$ cat config.mk
export PLATFORM = sky130hd
export DESIGN_NAME = keypad_code_alarm_lock_top
export DESIGN_NICKNAME = d
export VERILOG_FILES = /design/src/hw/rtl/kcal_pkg.sv /design/src/hw/rtl/kcal_scan.sv /design/src/hw/rtl/kcal_entry.sv /design/src/hw/rtl/keypad_code_alarm_lock_top.sv
export SDC_FILE = /design/constraint.sdc
export NUM_CORES = 1
export LEC_CHECK = 0
export BUFFER_PORTS_ARGS = -buffer_cell sky130_fd_sc_hd__buf_2
export CORE_UTILIZATION = 58
export CTS_BUF_LIST = sky130_fd_sc_hd__clkbuf_2
export DETAILED_ROUTE_END_ITERATION = 16
export PLACE_DENSITY = 0.79
export SLEW_MARGIN = 20
export SYNTH_ARGS = -nofsm -noshare
export SYNTH_HDL_FRONTEND = slang
export SYNTH_HIERARCHICAL = 1
export SYNTH_SLANG_ARGS = --single-unit
$ cat constraint.sdc
create_clock -name clk -period 6.18 [get_ports clk]
set_clock_uncertainty 0.1 [all_clocks]
set_input_delay 0.309 -clock clk [delete_from_list [all_inputs] [get_ports clk]]
set_output_delay 0.309 -clock clk [all_outputs]
set_load 0.02 [all_outputs]
$ cat src/hw/rtl/kcal_pkg.sv
`timescale 1ns / 1ps
// ----------------------------------------------------------------------------
// kcal_pkg
// Shared types, constants and the key scan function of the keypad code lock.
// ----------------------------------------------------------------------------
package kcal_pkg;

    // default sizes
    localparam int CODE_LENGTH_DEF = 4;
    localparam int KEY_ROWS        = 4;
    localparam int KEY_COLS        = 4;
    localparam int MAP_W           = 16;
    localparam int KEY_W           = 4;
    localparam int CODE_REGS       = 4;
    localparam int SCAN_KEYS       = (KEY_ROWS * KEY_COLS < MAP_W) ? KEY_ROWS * KEY_COLS : MAP_W;

    // keypad legends by row-major index
    localparam logic [KEY_W-1:0] KEY_STAR = 4'd12;
    localparam logic [KEY_W-1:0] KEY_ZERO = 4'd13;
    localparam logic [KEY_W-1:0] KEY_HASH = 4'd14;

    // configuration register indexes
    localparam logic [2:0] REG_CODE_KEY_0      = 3'd0;
    localparam logic [2:0] REG_CODE_KEY_1      = 3'd1;
    localparam logic [2:0] REG_CODE_KEY_2      = 3'd2;
    localparam logic [2:0] REG_CODE_KEY_3      = 3'd3;
    localparam logic [2:0] REG_MAX_WRONG       = 3'd4;
    localparam logic [2:0] REG_DEBOUNCE_TICKS  = 3'd5;
    localparam logic [2:0] REG_HASH_TO_CLEAR   = 3'd6;

    // register reset values
    localparam logic [3:0] MAX_WRONG_RST  = 4'd5;
    localparam logic [7:0] DEBOUNCE_RST   = 8'd4;
    localparam logic [1:0] HASH_CLEAR_RST = 2'd2;
    localparam logic [CODE_REGS-1:0][KEY_W-1:0] CODE_KEY_RST = {4'd5, 4'd13, 4'd9, 4'd0};

    // configuration register set
    typedef struct packed {
        logic [CODE_REGS-1:0][KEY_W-1:0] code_key;
        logic [3:0]                      max_wrong;
        logic [7:0]                      debounce_ticks;
        logic [1:0]                      hash_clear;
    } cfg_t;

    // key release seen by the scanner this tick
    typedef struct packed {
        logic             released;
        logic [KEY_W-1:0] key;
    } release_t;

    // indicator flags after this tick
    typedef struct packed {
        logic alarm;
        logic warning;
        logic lockout;
    } status_t;

    // first closed key in row-major order, found flag in the top bit
    function automatic logic [KEY_W:0] first_key(input logic [MAP_W-1:0] map);
        logic [KEY_W:0] res;
        res = '0;
        for (int i = MAP_W - 1; i >= 0; i--)
        begin
            if (i < SCAN_KEYS && map[i])
            begin
                res = {1'b1, KEY_W'(i)};
            end
        end
        return res;
    endfunction

endpackage

$ cat src/hw/rtl/kcal_scan.sv
`timescale 1ns / 1ps
// ----------------------------------------------------------------------------
// kcal_scan
// Scan, debounce and hold machine; reports a held key once on its release.
// ----------------------------------------------------------------------------
module kcal_scan (
    input  logic                 clk,
    input  logic                 rst_n,
    input  logic                 advance,
    input  logic [15:0]          key_down_map,
    input  logic [7:0]           debounce_ticks,
    output kcal_pkg::release_t   rel
);
    import kcal_pkg::*;

    localparam logic [1:0] ST_SCAN     = 2'd0;
    localparam logic [1:0] ST_DEBOUNCE = 2'd1;
    localparam logic [1:0] ST_HOLD     = 2'd2;

    logic [1:0]       state_reg, state_next;
    logic [8:0]       count_reg, count_next;
    logic [KEY_W-1:0] held_reg, held_next;
    logic [KEY_W:0]   scan;
    logic             found;
    logic [KEY_W-1:0] key;

    assign scan  = first_key(key_down_map);
    assign found = scan[KEY_W];
    assign key   = scan[KEY_W-1:0];

    // next state and release report
    always_comb
    begin
        state_next   = state_reg;
        count_next   = count_reg;
        held_next    = held_reg;
        rel.released = 1'b0;
        rel.key      = '0;
        unique case (state_reg)
            ST_SCAN:
            begin
                if (found)
                begin
                    held_next  = key;
                    count_next = '0;
                    state_next = ST_DEBOUNCE;
                end
            end
            ST_DEBOUNCE:
            begin
                if (count_reg >= {1'b0, debounce_ticks})
                begin
                    state_next = (found && key == held_reg) ? ST_HOLD : ST_SCAN;
                end
                if (count_reg != 9'h1FF)
                begin
                    count_next = count_reg + 9'd1;
                end
            end
            ST_HOLD:
            begin
                if (!found || key != held_reg)
                begin
                    if (!found)
                    begin
                        rel.released = 1'b1;
                        rel.key      = held_reg;
                    end
                    state_next = ST_SCAN;
                end
            end
            default:
            begin
                state_next = ST_SCAN;
            end
        endcase
    end

    // state registers, updated once per item
    always_ff @(posedge clk or negedge rst_n)
    begin
        if (!rst_n)
        begin
            state_reg <= ST_SCAN;
            count_reg <= '0;
            held_reg  <= '0;
        end
        else if (advance)
        begin
            state_reg <= state_next;
            count_reg <= count_next;
            held_reg  <= held_next;
        end
    end

endmodule

$ cat src/hw/rtl/kcal_entry.sv
`timescale 1ns / 1ps
// ----------------------------------------------------------------------------
// kcal_entry
// Digit ring, code compare, wrong-code and hash counters, alarm flags.
// ----------------------------------------------------------------------------
module kcal_entry #(
    parameter int CODE_LENGTH = kcal_pkg::CODE_LENGTH_DEF
) (
    input  logic                 clk,
    input  logic                 rst_n,
    input  logic                 advance,
    input  kcal_pkg::release_t   rel,
    input  logic                 alarm_trigger,
    input  kcal_pkg::cfg_t       cfg,
    output kcal_pkg::status_t    status_next
);
    import kcal_pkg::*;

    localparam int POS_W = (CODE_LENGTH > 1) ? $clog2(CODE_LENGTH) : 1;
    localparam logic [POS_W-1:0] POS_LAST = POS_W'(CODE_LENGTH - 1);

    logic [KEY_W-1:0] ring_reg [CODE_LENGTH];
    logic [POS_W-1:0] pos_reg, pos_next;
    logic [3:0]       wrong_reg, wrong_next;
    logic [1:0]       hash_reg, hash_next;
    logic [1:0]       hash_inc;
    logic             alarm_reg, alarm_next;
    logic             warn_reg, warn_next;
    logic             lock_reg, lock_next;
    logic             code_ok;
    logic             store;

    // compare ring with the code; positions past the registers expect key 0
    always_comb
    begin
        code_ok = 1'b1;
        for (int i = 0; i < CODE_LENGTH; i++)
        begin
            if (i < CODE_REGS)
            begin
                if (ring_reg[i] != cfg.code_key[i % CODE_REGS])
                begin
                    code_ok = 1'b0;
                end
            end
            else if (ring_reg[i] != '0)
            begin
                code_ok = 1'b0;
            end
        end
    end

    assign hash_inc = (hash_reg != 2'd3) ? hash_reg + 2'd1 : hash_reg;

    // per-tick update of counters and flags
    always_comb
    begin
        pos_next   = pos_reg;
        wrong_next = wrong_reg;
        hash_next  = hash_reg;
        alarm_next = alarm_reg;
        warn_next  = warn_reg;
        lock_next  = lock_reg;
        store      = 1'b0;
        if (wrong_reg < cfg.max_wrong)
        begin
            if (rel.released && rel.key != KEY_HASH && rel.key != KEY_STAR)
            begin
                store    = 1'b1;
                pos_next = (pos_reg == POS_LAST) ? '0 : pos_reg + POS_W'(1);
            end
            if (rel.released && rel.key == KEY_HASH)
            begin
                if (warn_reg)
                begin
                    hash_next = hash_inc;
                    if (hash_inc >= cfg.hash_clear)
                    begin
                        warn_next = 1'b0;
                        hash_next = '0;
                        pos_next  = '0;
                    end
                end
                else if (alarm_reg)
                begin
                    if (code_ok)
                    begin
                        alarm_next = 1'b0;
                        wrong_next = '0;
                        pos_next   = '0;
                    end
                    else
                    begin
                        warn_next = 1'b1;
                        if (wrong_reg != 4'd15)
                        begin
                            wrong_next = wrong_reg + 4'd1;
                        end
                    end
                end
            end
        end
        else
        begin
            lock_next = 1'b1;
        end
        if (alarm_trigger)
        begin
            alarm_next = 1'b1;
        end
    end

    assign status_next.alarm   = alarm_next;
    assign status_next.warning = warn_next;
    assign status_next.lockout = lock_next;

    // control and ring registers
    always_ff @(posedge clk or negedge rst_n)
    begin
        if (!rst_n)
        begin
            pos_reg   <= '0;
            wrong_reg <= '0;
            hash_reg  <= '0;
            alarm_reg <= 1'b0;
            warn_reg  <= 1'b0;
            lock_reg  <= 1'b0;
            for (int i = 0; i < CODE_LENGTH; i++)
            begin
                ring_reg[i] <= KEY_ZERO;
            end
        end
        else if (advance)
        begin
            pos_reg   <= pos_next;
            wrong_reg <= wrong_next;
            hash_reg  <= hash_next;
            alarm_reg <= alarm_next;
            warn_reg  <= warn_next;
            lock_reg  <= lock_next;
            for (int i = 0; i < CODE_LENGTH; i++)
            begin
                if (store && pos_reg == POS_W'(i))
                begin
                    ring_reg[i] <= rel.key;
                end
            end
        end
    end

endmodule

$ cat src/hw/rtl/keypad_code_alarm_lock_top.sv
`timescale 1ns / 1ps
// ----------------------------------------------------------------------------
// keypad_code_alarm_lock_top
// Keypad code lock for an alarm, one 10 ms tick per input item.
//
//   channel | direction | handshake          | payload
//   s_      | in        | s_tvalid/s_tready  | s_tdata: key map, trigger
//   m_      | out       | m_tvalid/m_tready  | m_tdata: flags, released key
//   cfg_    | in        | cfg_valid/cfg_ready| cfg_index, cfg_data
//
// One item per cycle sustained while m_tready holds high; each item passes
// from the input register through the scan and entry logic into the result
// register, which drives m_. While a result waits on m_tready an empty input
// register still takes one item, after which s_tready drops until m_tready
// returns. Reset puts the lock in its idle state with the default code; no
// clearing pass. Configuration writes are always taken.
// ----------------------------------------------------------------------------
module keypad_code_alarm_lock_top #(
    parameter int CODE_LENGTH = kcal_pkg::CODE_LENGTH_DEF
) (
    input  logic        clk,
    input  logic        rst_n,
    input  logic        s_tvalid,
    output logic        s_tready,
    input  logic [23:0] s_tdata,    // [15:0] key_down_map, [16] alarm_trigger
    output logic        m_tvalid,
    input  logic        m_tready,
    output logic [15:0] m_tdata,    // [0] alarm_on, [1] code_warning, [2] lockout,
                                    // [3] key_released, [7:4] released_key,
                                    // [8] log_dump_request
    input  logic        cfg_valid,
    output logic        cfg_ready,
    input  logic [2:0]  cfg_index,
    input  logic [7:0]  cfg_data
);
    import kcal_pkg::*;

    cfg_t        cfg_reg;
    logic        in_valid_reg;
    logic [15:0] map_reg;
    logic        trig_reg;
    logic        out_valid_reg;
    logic [15:0] out_reg, out_next;
    logic        advance;
    release_t    rel;
    status_t     status_next;

    assign cfg_ready = 1'b1;
    assign advance   = in_valid_reg && (!out_valid_reg || m_tready);
    assign s_tready  = !in_valid_reg || advance;
    assign m_tvalid  = out_valid_reg;
    assign m_tdata   = out_reg;

    // configuration registers
    always_ff @(posedge clk or negedge rst_n)
    begin
        if (!rst_n)
        begin
            cfg_reg.code_key       <= CODE_KEY_RST;
            cfg_reg.max_wrong      <= MAX_WRONG_RST;
            cfg_reg.debounce_ticks <= DEBOUNCE_RST;
            cfg_reg.hash_clear     <= HASH_CLEAR_RST;
        end
        else if (cfg_valid)
        begin
            unique case (cfg_index)
                REG_CODE_KEY_0, REG_CODE_KEY_1, REG_CODE_KEY_2, REG_CODE_KEY_3:
                begin
                    if ({29'd0, cfg_index} < 32'(CODE_LENGTH))
                    begin
                        cfg_reg.code_key[cfg_index[1:0]] <= cfg_data[3:0];
                    end
                end
                REG_MAX_WRONG:      cfg_reg.max_wrong      <= cfg_data[3:0];
                REG_DEBOUNCE_TICKS: cfg_reg.debounce_ticks <= cfg_data;
                REG_HASH_TO_CLEAR:  cfg_reg.hash_clear     <= cfg_data[1:0];
                default:
                begin
                end
            endcase
        end
    end

    // input register
    always_ff @(posedge clk or negedge rst_n)
    begin
        if (!rst_n)
        begin
            in_valid_reg <= 1'b0;
        end
        else if (s_tready)
        begin
            in_valid_reg <= s_tvalid;
        end
    end

    always_ff @(posedge clk)
    begin
        if (s_tvalid && s_tready)
        begin
            map_reg  <= s_tdata[15:0];
            trig_reg <= s_tdata[16];
        end
    end

    kcal_scan u_scan (
        .clk            (clk),
        .rst_n          (rst_n),
        .advance        (advance),
        .key_down_map   (map_reg),
        .debounce_ticks (cfg_reg.debounce_ticks),
        .rel            (rel)
    );

    kcal_entry #(
        .CODE_LENGTH (CODE_LENGTH)
    ) u_entry (
        .clk           (clk),
        .rst_n         (rst_n),
        .advance       (advance),
        .rel           (rel),
        .alarm_trigger (trig_reg),
        .cfg           (cfg_reg),
        .status_next   (status_next)
    );

    // result packing
    always_comb
    begin
        out_next      = '0;
        out_next[0]   = status_next.alarm;
        out_next[1]   = status_next.warning;
        out_next[2]   = status_next.lockout;
        out_next[3]   = rel.released;
        out_next[7:4] = rel.key;
        out_next[8]   = rel.released && rel.key == KEY_STAR;
    end

    // result register
    always_ff @(posedge clk or negedge rst_n)
    begin
        if (!rst_n)
        begin
            out_valid_reg <= 1'b0;
            out_reg       <= '0;
        end
        else
        begin
            if (advance)
            begin
                out_valid_reg <= 1'b1;
                out_reg       <= out_next;
            end
            else if (m_tready)
            begin
                out_valid_reg <= 1'b0;
            end
        end
    end

`ifndef SYNTHESIS
    // no key index without a release
    a_key_needs_release: assert property (@(posedge clk) disable iff (!rst_n)
        m_tvalid && !m_tdata[3] |-> m_tdata[7:4] == 4'd0)
        else $error("released key set without a release");

    // dump request only on a star release
    a_dump_is_star: assert property (@(posedge clk) disable iff (!rst_n)
        m_tvalid && m_tdata[8] |-> m_tdata[3] && m_tdata[7:4] == KEY_STAR)
        else $error("dump request without star release");

    // lockout never drops once shown
    a_lockout_sticky: assert property (@(posedge clk) disable iff (!rst_n)
        $past(rst_n) && $past(m_tdata[2]) |-> m_tdata[2])
        else $error("lockout cleared");

    // an empty input stage always takes an item
    a_ready_when_empty: assert property (@(posedge clk) disable iff (!rst_n)
        !in_valid_reg |-> s_tready)
        else $error("input stage empty but not ready");
`endif

endmodule

==> results by group, run 1 <==
CTS
  • CTS tree: done
  • Max Root-Sink Buffers: 2
  • Post-CTS Setup Inserts: 0
  • Total CTS buffers: 9
  • Post-CTS Hold Buffers: 29
  • CTS resizes: 0
  • Clock sinks: 100
  • Worst skew pair latency: 0.57 ns
  • Clk pin slew, worst setup/hold paths: approximately 0.27 ns
  • Htree depth: 3
  • CTS root buffer: clkbuf_2

Timing
  • Setup WS post-layout: between 2 and 3 ns
  • Setup tns final: 0 ns
  • RSZ-0062 raised after global routing: no
  • Final count of hold timing violations: 0
  • Worst Tran Pin Value: between 0.7 and 0.8 ns
  • Final worst path period need: between 3 and 4 ns
  • F_max: approximately 280 MHz
  • Final Cycle Share: 58.8%
  • Normalized max-slew margin: roughly half
  • Count of final setup violators: 0
  • Final-report max-slew violation count: 0

Worst setup path
  • Reg2reg path depth: 9
  • Cell mode on critical path: nor4_4
  • R2R Path End: u_entry/wrong_reg[0]$_DFFE_PN0P_
  • Crit path buf inv count: 0
  • Slowest-stage cell, CP: nor3b_2
  • CP Cell Sequence: nor4_4, nand4_2, nor3b_2, and2_1, nand3b_2, nor4_4, a21boi_2, o21ai_1, mux2_2
  • Element type at the critical path start: flop
  • Crit path max-delay family: simple AND/OR/NAND/NOR gates
  • R2r startpoint: map_reg[3]$_DFFE_PP_
  • Worst Path Arrival: around 4.0 ns
  • Worst Setup End Kind: flop
  • CP peak stage delay: around 0.56 ns
  • Critical path class: flop to flop
  • Critical path fanouts, max: 10
  • Critical Path RT: around 6.6 ns
  • Internal reg-to-reg setup slack: about 2.5 ns

Global route
  • Initial antenna violation count: 0
  • Remaining Overflow, GRT: 0
  • GRT Total Usage: between 20% and 30%
  • First-pass GRT wire length: 16600 um
  • Largest net degree at the start of global routing: 84
  • Vias in the first global route: around 3500

Min path
  • Worst Hold Class: input pin to flop
  • Hold path endpoint: cfg_reg[20]$_DFFE_PN0P_
  • Hold_sp: cfg_index[1]
  • Hold depth: 3

Floorplanning
  • I/O Pins: between 50 and 60
  • Starting Density: between 50% and 60%
  • Die Area: 0.00940 mm^2
  • CORE AREA: 0.00872 mm^2
  • Die width: 96.9 um
  • Num rows: 34
  • Die Y-Extent: 96.9 um

Power and ir drop
  • Leakage: ~2.6 nW
  • PD cells: 249 mW/mm^2
  • Pwr Total: 1.48 mW
  • Max VDD drop: roughly 0.00014 V

Detailed routing
  • 1st-iter DRT viols: ~130
  • Routed Antenna Nets: 0
  • Wire length on met2: 4850 um
  • 1st-pass router iterations: 4
  • Routed len/inst: 15.6 um
  • Drt via density: 5.54
  • DR WL met3: about 240 um
  • Vias: roughly 3400
  • Wl on met1: ~4300 um
  • Routed WL: ~9500 um
  • DRC: 0
  • DR top layer: met4

Yosys
  • Syn_area_per_cell: about 12 um^2
  • Syn Inst Count: 423
  • Top FF cell, synth: dfrtp_1
  • Post-synth EDFFs: 17
  • Synth top area share: between 20% and 30%
  • Sequential share of the synthesized area: between 50% and 60%
  • Post-synth cell types: 65
  • Synth top area cells: dfrtp_1 (29%), dfstp_2 (12%), edfxtp_1 (9.8%), mux2_2 (8.6%), ha_1 (4.8%)
  • #FFs+latches synth: 100
  • YS warnings: 6
  • Synth Cell Area: between 0.005 and 0.006 mm^2
  • Asr flop ratio synth: between 80% and 90%
  • Area leader, netlist: dfrtp_1

Outcome
  • Run status: completed

Layout
  • Layout cells sized above 1: 33.2%
  • Antenna diodes: 0
  • Nets: approximately 560
  • Area Growth Syn to Fin: 13.7%
  • Max reg flops: 30

Place
  • DP HPWL: around 6700 um
  • Final RePlAce weighted congestion: around 0.85
  • Port Buffers: between 40 and 50
  • Pre-CTS setup slack: ~2.6 ns

Job
  • Max cap viols: 0
-- cell families (layout without fill, tap and decap cells) --
kind of cell / after synthesis / count (layout) / synth area share, %
adder cells (fa/ha/maj): 20 / 20 / 4.79
flip-flops: 100 / 100 / 50.0
other: 2 / 8 / 0.144
XOR/XNOR: 25 / 25 / 4.19
buffers and inverters: 38 / 112 / 3.52
AND/OR/NAND/NOR: 120 / 120 / 15.0
AO/OA/AOI/OAI: 59 / 59 / 8.50
multiplexers: 59 / 59 / 13.8
-- cells in the mapped netlist (8+ instances only) --
library cell and count:
ha_1 20, nor2_1 17, mux2_4 16, dfstp_2 23, o21ai_0 8, a21oi_1 11, edfxtp_1 17, nand2_1 27
xnor2_1 24, mux2_2 40, nand3_1 10, buf_4 11, nor3_1 8, inv_1 24, dfrtp_1 60
-- report_power, final --
group / leakage [nW] / total [mW] / internal (mW) / switching, mW
clock network: 0.0766 / 0.354 / 0.135 / 0.219
logic: 1.41 / 0.284 / 0.145 / 0.139
registers: 1.15 / 0.843 / 0.764 / 0.0795
total: 2.64 / 1.48 / 1.04 / 0.438
-- worst min-delay path: stages --
cell	delay, ns
buf_2	0.16
nor3b_2	0.10
mux2_2	0.22
-- cells in the final DEF, fill, tap and decap left out, drive strengths merged, types with 3 or more instances in the layout --
cell type,Yosys,final
a21o,5,5
a21oi,13,13
a41oi,3,3
and2,7,7
buf,11,43
clkbuf,3,9
conb,2,8
dfrtp,60,60
dfstp,23,23
dlygate4sd3,0,29
edfxtp,17,17
ha,20,20
inv,24,26
mux2,58,58
nand2,32,32
nand2b,7,7
nand3,10,10
nand4,8,8
nand4b,3,3
nor2,17,17
nor2b,6,6
nor3,10,10
nor3b,3,3
nor4,7,7
o21ai,16,16
xnor2,24,24
-- metrics by stage --
step | hold slack, ns | instance area (um^2) | cells | util [%]
finish | 0.132 | 5950 | 611 | 68.2
global route | 0.0825 | 5950 | 611 | 68.2
CTS | 0.0988 | 5940 | 611 | 68.1
detailed placement | 0.363 | 5510 | 566 | 63.2
global placement | 0.354 | 5510 | 566 | 63.2
floorplan | -0.0866 | 5250 | 429 | -
-- metal layers --
| layer | vias to the layer above | global-route usage, % |
|---|---|---|
| met5 | - | 0 |
| met4 | 0 | 7.23 |
| met3 | 15 | 4.26 |
| met2 | 57 | 38.0 |
| met1 | 1667 | 28.3 |
| li1 | 1643 | - |
-- worst max path at each step --
stage | start | end | cells past startpoint
after floorplan | map_reg[3]$_DFFE_PP_ | u_entry/wrong_reg[0]$_DFFE_PN0P_ | 9
after global placement | map_reg[3]$_DFFE_PP_ | u_entry/wrong_reg[0]$_DFFE_PN0P_ | 9
after detailed placement | map_reg[3]$_DFFE_PP_ | u_entry/wrong_reg[0]$_DFFE_PN0P_ | 9
after CTS | map_reg[3]$_DFFE_PP_ | u_entry/wrong_reg[0]$_DFFE_PN0P_ | 9
after global routing | map_reg[8]$_DFFE_PP_ | u_entry/wrong_reg[0]$_DFFE_PN0P_ | 9
final | map_reg[3]$_DFFE_PP_ | u_entry/wrong_reg[0]$_DFFE_PN0P_ | 9
-- layout make-up --
cell class                 instances  area (um^2)
clock buffer                       9         45.0
clock inverter                     7         96.3
fill                             634         2780
inverter                          24         90.1
multi-input combinational        291         2450
sequential                       100         2620
tap                              108          135
timing repair buffer              72          512
Power figures use the tool's default switching activity.
==> inputs of run 2 (changes only) <==
- ABC_AREA: not set -> 1
- CORE_UTILIZATION: 58 -> 55
- PLACE_DENSITY: 0.79 -> 0.78
- clock period: 6.18 -> 3.28 ns (I/O delays scaled with it)
==> results by group, run 2 <==
Timing
  • Setup tns final: 0 ns
  • Final-report max-slew violation count: 0
  • Worst Tran Pin Value: around 0.73 ns
  • F_max: about 380 MHz
  • Hold slack: around 0.08 ns
  • Final count of hold timing violations: 0
  • RSZ-0062 raised after global routing: no
  • Final worst path period need: 2.65 ns
  • Count of final setup violators: 0
  • Setup WS post-layout: ~0.63 ns
  • Final Cycle Share: between 80% and 90%
  • Normalized max-slew margin: 51.2%

Power and ir drop
  • PD cells: 458 mW/mm^2
  • Max VDD drop: approximately 0.00026 V
  • Leakage: between 3 and 4 nW
  • Pwr Total: about 2.9 mW

Worst setup path
  • Worst Setup End Kind: flop
  • Cell mode on critical path: nand2_1
  • CP Capture Point: u_entry/wrong_reg[3]$_DFFE_PN0P_
  • Slowest-stage cell, CP: edfxtp_1
  • Crit path buf inv count: 1
  • Critical path class: flop to flop
  • CP peak stage delay: around 0.5 ns
  • Internal reg-to-reg setup slack: approximately 0.63 ns
  • Critical path fanouts, max: 5
  • Crit path launch: map_reg[8]$_DFFE_PP_
  • CP Cell Sequence: nor4_4, nand2_1, nor2_2, nand2_1, nor2_1, nand3_2, nor3_4, inv_2, nor2_2, nand3_4, nand2_1, nand2_1
  • Worst Path Arrival: between 3 and 4 ns
  • R2r startpoint: map_reg[8]$_DFFE_PP_
  • WP depth: 12
  • Crit path max-delay family: simple AND/OR/NAND/NOR gates
  • Element type at the critical path start: flop
  • Reg2reg path depth: 12
  • Critical Path RT: 3.65 ns
  • R2R Path End: u_entry/wrong_reg[3]$_DFFE_PN0P_

Floorplanning
  • Die width: 102 um
  • Num rows: 35
  • CORE AREA: 0.00942 mm^2
  • Die Y-Extent: 102 um
  • I/O Pins: between 50 and 60
  • Die Area: between 0.01 and 0.015 mm^2
  • Starting Density: between 50 and 60%

Detailed routing
  • Routed Antenna Nets: 0
  • Vias: ~4300
  • 1st-iter DRT viols: about 170
  • Drt via density: slightly below 5
  • 1st-pass router iterations: 4
  • Routed len/inst: 12.4 um
  • DRC: 0
  • Routed WL: 10800 um

Layout
  • Final cell count without fillers: 866
  • Max reg flops: 30
  • Most common cell after layout, fill and taps aside: nand2_1
  • Nets: around 800
  • Area Growth Syn to Fin: 16.2%
  • Most frequent cells in the layout: nand2_1 (191), inv_1 (90), dfrtp_1 (60), dlygate4sd3_1 (48), buf_2 (42)
  • Multi-input logic area: about 0.0023 mm^2
  • Antenna diodes: 0
  • Design Area, Final: roughly 0.0063 mm^2
  • Layout cells sized above 1: between 15 and 20%
  • Filler cells: between 700 and 800
  • Sequential standard cell area: about 0.0026 mm^2
  • Util after Layout: between 60% and 70%

CTS
  • Total CTS buffers: 9
  • Max Root-Sink Buffers: 2
  • CTS resizes: 0
  • CTS root buffer: clkbuf_2
  • Clk pin slew, worst setup/hold paths: 0.29 ns
  • CTS tree: done
  • Clock sinks: 100
  • Worst skew pair latency: around 0.55 ns
  • Htree depth: 3

Yosys
  • Top cells by count, synth: nand2_1 (191), inv_1 (90), dfrtp_1 (60)
  • Syn_area_per_cell: between 8 and 9 um^2
  • Area leader, netlist: dfrtp_1
  • Post-synth cell types: between 40 and 50
  • Post-synth EDFFs: 17
  • Synth top area share: between 20% and 30%
  • Top FF cell, synth: dfrtp_1
  • Synth Cell Area: 0.00545 mm^2
  • Synth top area cells: dfrtp_1 (28%), nand2_1 (13%), dfstp_2 (11%), edfxtp_1 (9.4%), inv_1 (6.2%)
  • Most common cell in the netlist: nand2_1
  • #FFs+latches synth: 100
  • YS warnings: 6
  • Asr flop ratio synth: between 80% and 90%
  • Syn Inst Count: between 600 and 700
  • Sequential share of the synthesized area: 48.0%

Place
  • Pre-CTS setup slack: ~0.67 ns
  • Placed cell areas: about 0.0057 mm^2
  • Port Buffers: 43
  • Inst Count DP: around 800
  • Final RePlAce weighted congestion: about 0.8
  • DP HPWL: 7430 um

Global route
  • Remaining Overflow, GRT: 0
  • Vias in the first global route: between 4000 and 5000
  • Largest net degree at the start of global routing: 84
  • Initial antenna violation count: 0
  • First-pass GRT wire length: 18100 um
  • GRT Total Usage: 22.7%

Job
  • Max cap viols: 0

Min path
  • Worst Hold Class: input pin to async pin

Outcome
  • Run status: completed
run 2: changes by cell type in the layout (fill, tap and decap cells not counted), moves of 22 or more:
cell / before / now
nor2_1: 17 / 40
o21ai_1: 4 / 26
mux2_2: 40 / 0
nand2_1: 27 / 191
xnor2_1: 24 / 1
inv_1: 24 / 90
run 2: how the worst min path moves through the flow:
stage	slack [ns]	to	start	depth (start not counted)
finish	0.08	cfg_reg[29]$_DFFE_PN0P_	rst_n	2
global route	0.1	cfg_reg[16]$_DFFE_PN0P_	rst_n	2
CTS	0.16	map_reg[10]$_DFFE_PP_	s_tdata[10]	2
detailed placement	0.24	map_reg[3]$_DFFE_PP_	s_tdata[3]	1
global placement	0.24	map_reg[5]$_DFFE_PP_	s_tdata[5]	1
floorplan	-0.23	cfg_reg[0]$_DFFE_PN0P_	rst_n	0
run 2: layout make-up:
cell class,count,area share (%)
clock buffer,9,0.712
clock inverter,7,1.19
inverter,104,6.41
multi-input combinational,426,36.7
sequential,100,41.3
tap,129,2.55
timing repair buffer,91,11.1
run 2: cell families (layout without fill, tap and decap cells):
kind of cell	after synthesis	in the layout	synth area share [%]
compound gates	84	84	8.96
xor+xnor	4	4	0.643
fa+ha+maj	20	20	4.59
buf+inv	120	211	9.74
flops	100	100	48.0
other cells	2	8	0.138
simple gates	310	310	27.9
run 2: where the power goes:
part	internal [mW]	total [mW]	switching (mW)
logic	0.287	0.746	0.458
clock network	0.179	0.610	0.430
registers	1.43	1.55	0.113
run 2: what timing repair did:
item,4_1_cts,5_1_grt
buffers inserted,0,0
hold buffers,48,0
hold endpoints to repair,111,0
run 2: routing by layer:
layer / vias up / wire length [um] / GRT usage, %
met5: - / 0 / 0
met4: 0 / 148 / 5.13
met3: 15 / 265 / 4.00
met2: 75 / 5540 / 41.5
met1: 1994 / 4800 / 27.7
li1: 2190 / - / -
==> inputs of run 3 (changes only) <==
- clock period: 3.28 -> 2.15 ns (I/O delays scaled with it)
==> results by group, run 3 (synthesis gave the netlist of run 2 again) <==
Layout
  • Final cell count without fillers: between 900 and 1000
  • Design Area, Final: between 0.006 and 0.007 mm^2
  • Nets: 829
  • Max reg flops: 30
  • Area Growth Syn to Fin: 25.8%
  • Layout cells sized above 1: 27.6%
  • Most common cell after layout, fill and taps aside: nand2_1
  • Most frequent cells in the layout: nand2_1 (180), inv_1 (88), dfrtp_1 (60), dlygate4sd3_1 (51), buf_2 (42)
  • Antenna diodes: 0
  • Util after Layout: between 70% and 80%

Power and ir drop
  • Combinational power share: 28.3%
  • PD cells: between 600 and 700 mW/mm^2
  • Leakage: 3.28 nW
  • Max VDD drop: 0.000571 V
  • NetSw: between 1.5 and 2 mW
  • Flop pwr share: between 50% and 60%
  • Switching part of the total: about a third
  • Pwr Total: around 4.8 mW
  • Int Pwr: 3.11 mW
  • Clk pwr share: between 20% and 30%

Detailed routing
  • DRC: 0
  • Routed Antenna Nets: 0
  • Drt via density: 5.13
  • Routed len/inst: roughly 14 um
  • 1st-pass router iterations: 5
  • Vias: between 4000 and 5000
  • Routed WL: 12800 um
  • 1st-iter DRT viols: around 180

Place
  • Pre-CTS setup slack: -0.230 ns
  • DP HPWL: between 8000 and 9000 um
  • Final RePlAce weighted congestion: 0.834
  • Inst Count DP: 819
  • Port Buffers: 43
  • Placed cell areas: 0.00589 mm^2

Timing
  • Normalized max-slew margin: between 60% and 70%
  • Setup tns final: -4.57 ns
  • Final worst path period need: 2.32 ns
  • Setup WS post-layout: -0.172 ns
  • Final count of hold timing violations: 0
  • F_max: 431 MHz
  • Final-report max-slew violation count: 0
  • Hold slack: between 0.1 and 0.15 ns
  • Final Cycle Share: 108%
  • Worst Tran Pin Value: between 0.5 and 0.6 ns
  • RSZ-0062 raised after global routing: yes
  • Count of final setup violators: 38

Floorplanning
  • Num rows: 35
  • CORE AREA: around 0.0094 mm^2
  • I/O Pins: slightly below 60
  • Die Y-Extent: slightly above 100 um
  • Die Area: 0.0103 mm^2
  • Die width: 102 um
  • Starting Density: between 50% and 60%

Global route
  • GRT Total Usage: around a quarter
  • Vias in the first global route: between 4000 and 5000
  • Initial antenna violation count: 0
  • Remaining Overflow, GRT: 0
  • First-pass GRT wire length: between 20000 and 25000 um
  • Largest net degree at the start of global routing: 47

CTS
  • Worst skew pair latency: 0.56 ns
  • CTS root buffer: clkbuf_2
  • CTS tree: done
  • Clk pin slew, worst setup/hold paths: 0.25 ns
  • Htree depth: 3
  • Total CTS buffers: 9
  • Clock sinks: 100
  • Max Root-Sink Buffers: 2

Worst setup path
  • Crit path launch: map_reg[8]$_DFFE_PP_
  • Critical Path RT: around 2.5 ns
  • Worst Setup End Kind: flop
  • Internal reg-to-reg setup slack: -0.17 ns
  • Reg2reg path depth: 12
  • R2r startpoint: map_reg[8]$_DFFE_PP_
  • Worst Path Arrival: between 2 and 3 ns
  • CP Capture Point: m_tdata[0]$_DFFE_PN0P_
  • Critical path class: flop to flop
  • Element type at the critical path start: flop
  • Critical path fanouts, max: 5
  • R2R Path End: m_tdata[0]$_DFFE_PN0P_

Job
  • Max cap viols: 0

Min path
  • Worst Hold Class: input pin to flop

Outcome
  • Failing checks: setup timing
  • Run status: finished with violations
run 3: changes by cell type in the layout (fill, tap and decap cells not counted), moves of 6 or more:
cell / previous run / this run
o21ai_1: 26 / 17
nand2_2: 8 / 17
o21ai_2: 5 / 15
nand2_1: 191 / 180
buf_4: 0 / 30
nor2_4: 6 / 12
run 3: timing repair:
item	4_1_cts	5_1_grt
setup buffers	5	10
resized for setup	15	29
hold buffers	53	0
hold endpoints to repair	132	0
setup endpoints to repair	28	46
pin swaps	0	13
gates cloned	0	0
run 3: how the worst min path moves through the flow:
stage | startpoint | endpoint | slack, ns | cells after the start
finish | s_tdata[10] | map_reg[10]$_DFFE_PP_ | 0.15 | 2
global route | s_tdata[11] | map_reg[11]$_DFFE_PP_ | 0.08 | 2
CTS | s_tdata[15] | map_reg[15]$_DFFE_PP_ | 0.10 | 2
detailed placement | rst_n | u_entry/ring_reg[1]$_DFFE_PN0P_ | 0.009 | 1
global placement | rst_n | u_entry/ring_reg[1]$_DFFE_PN0P_ | 0.007 | 1
floorplan | rst_n | cfg_reg[0]$_DFFE_PN0P_ | -0.29 | 0
run 3: power groups by stage:
stage / combinational (mW) / clock, mW / sequential (mW)
6_report: 1.35 / 1.03 / 2.38
5_1_grt: 1.51 / 1.13 / 2.41
4_1_cts: 1.23 / 1.04 / 2.36
3_5_place_dp: 1.11 / 0 / 2.39
3_3_place_gp: 1.05 / 0 / 2.38
2_1_floorplan: 0.837 / 0 / 2.37
run 3: metal layers:
metal / GRT usage (%) / part of all wire [%]
met5: 0 / 0
met4: 9.48 / 2.8
met3: 5.11 / 4.3
met2: 47.5 / 52
met1: 30.6 / 41
run 3: cell type report:
cell class,instances,area [um^2]
multi-input cells,426,2510
clock inverters,5,83.8
clock buffers,11,55.1
well taps,129,161
repair buffers,128,1020
flip-flops and latches,100,2620
inverters,104,412
fillers,641,2560
run 3: worst max-delay path, stage by stage, from the launching register on:
cell      delay (ns)
edfxtp_1        0.50
nor4_4          0.33
nand2_2         0.12
nor2_4          0.13
nand2_4         0.10
nor2_4          0.13
inv_2           0.07
nor3_4          0.26
nand2_2         0.10
o21ai_2         0.20
nand3_2         0.09
nand2_1         0.07
nand2_1         0.06
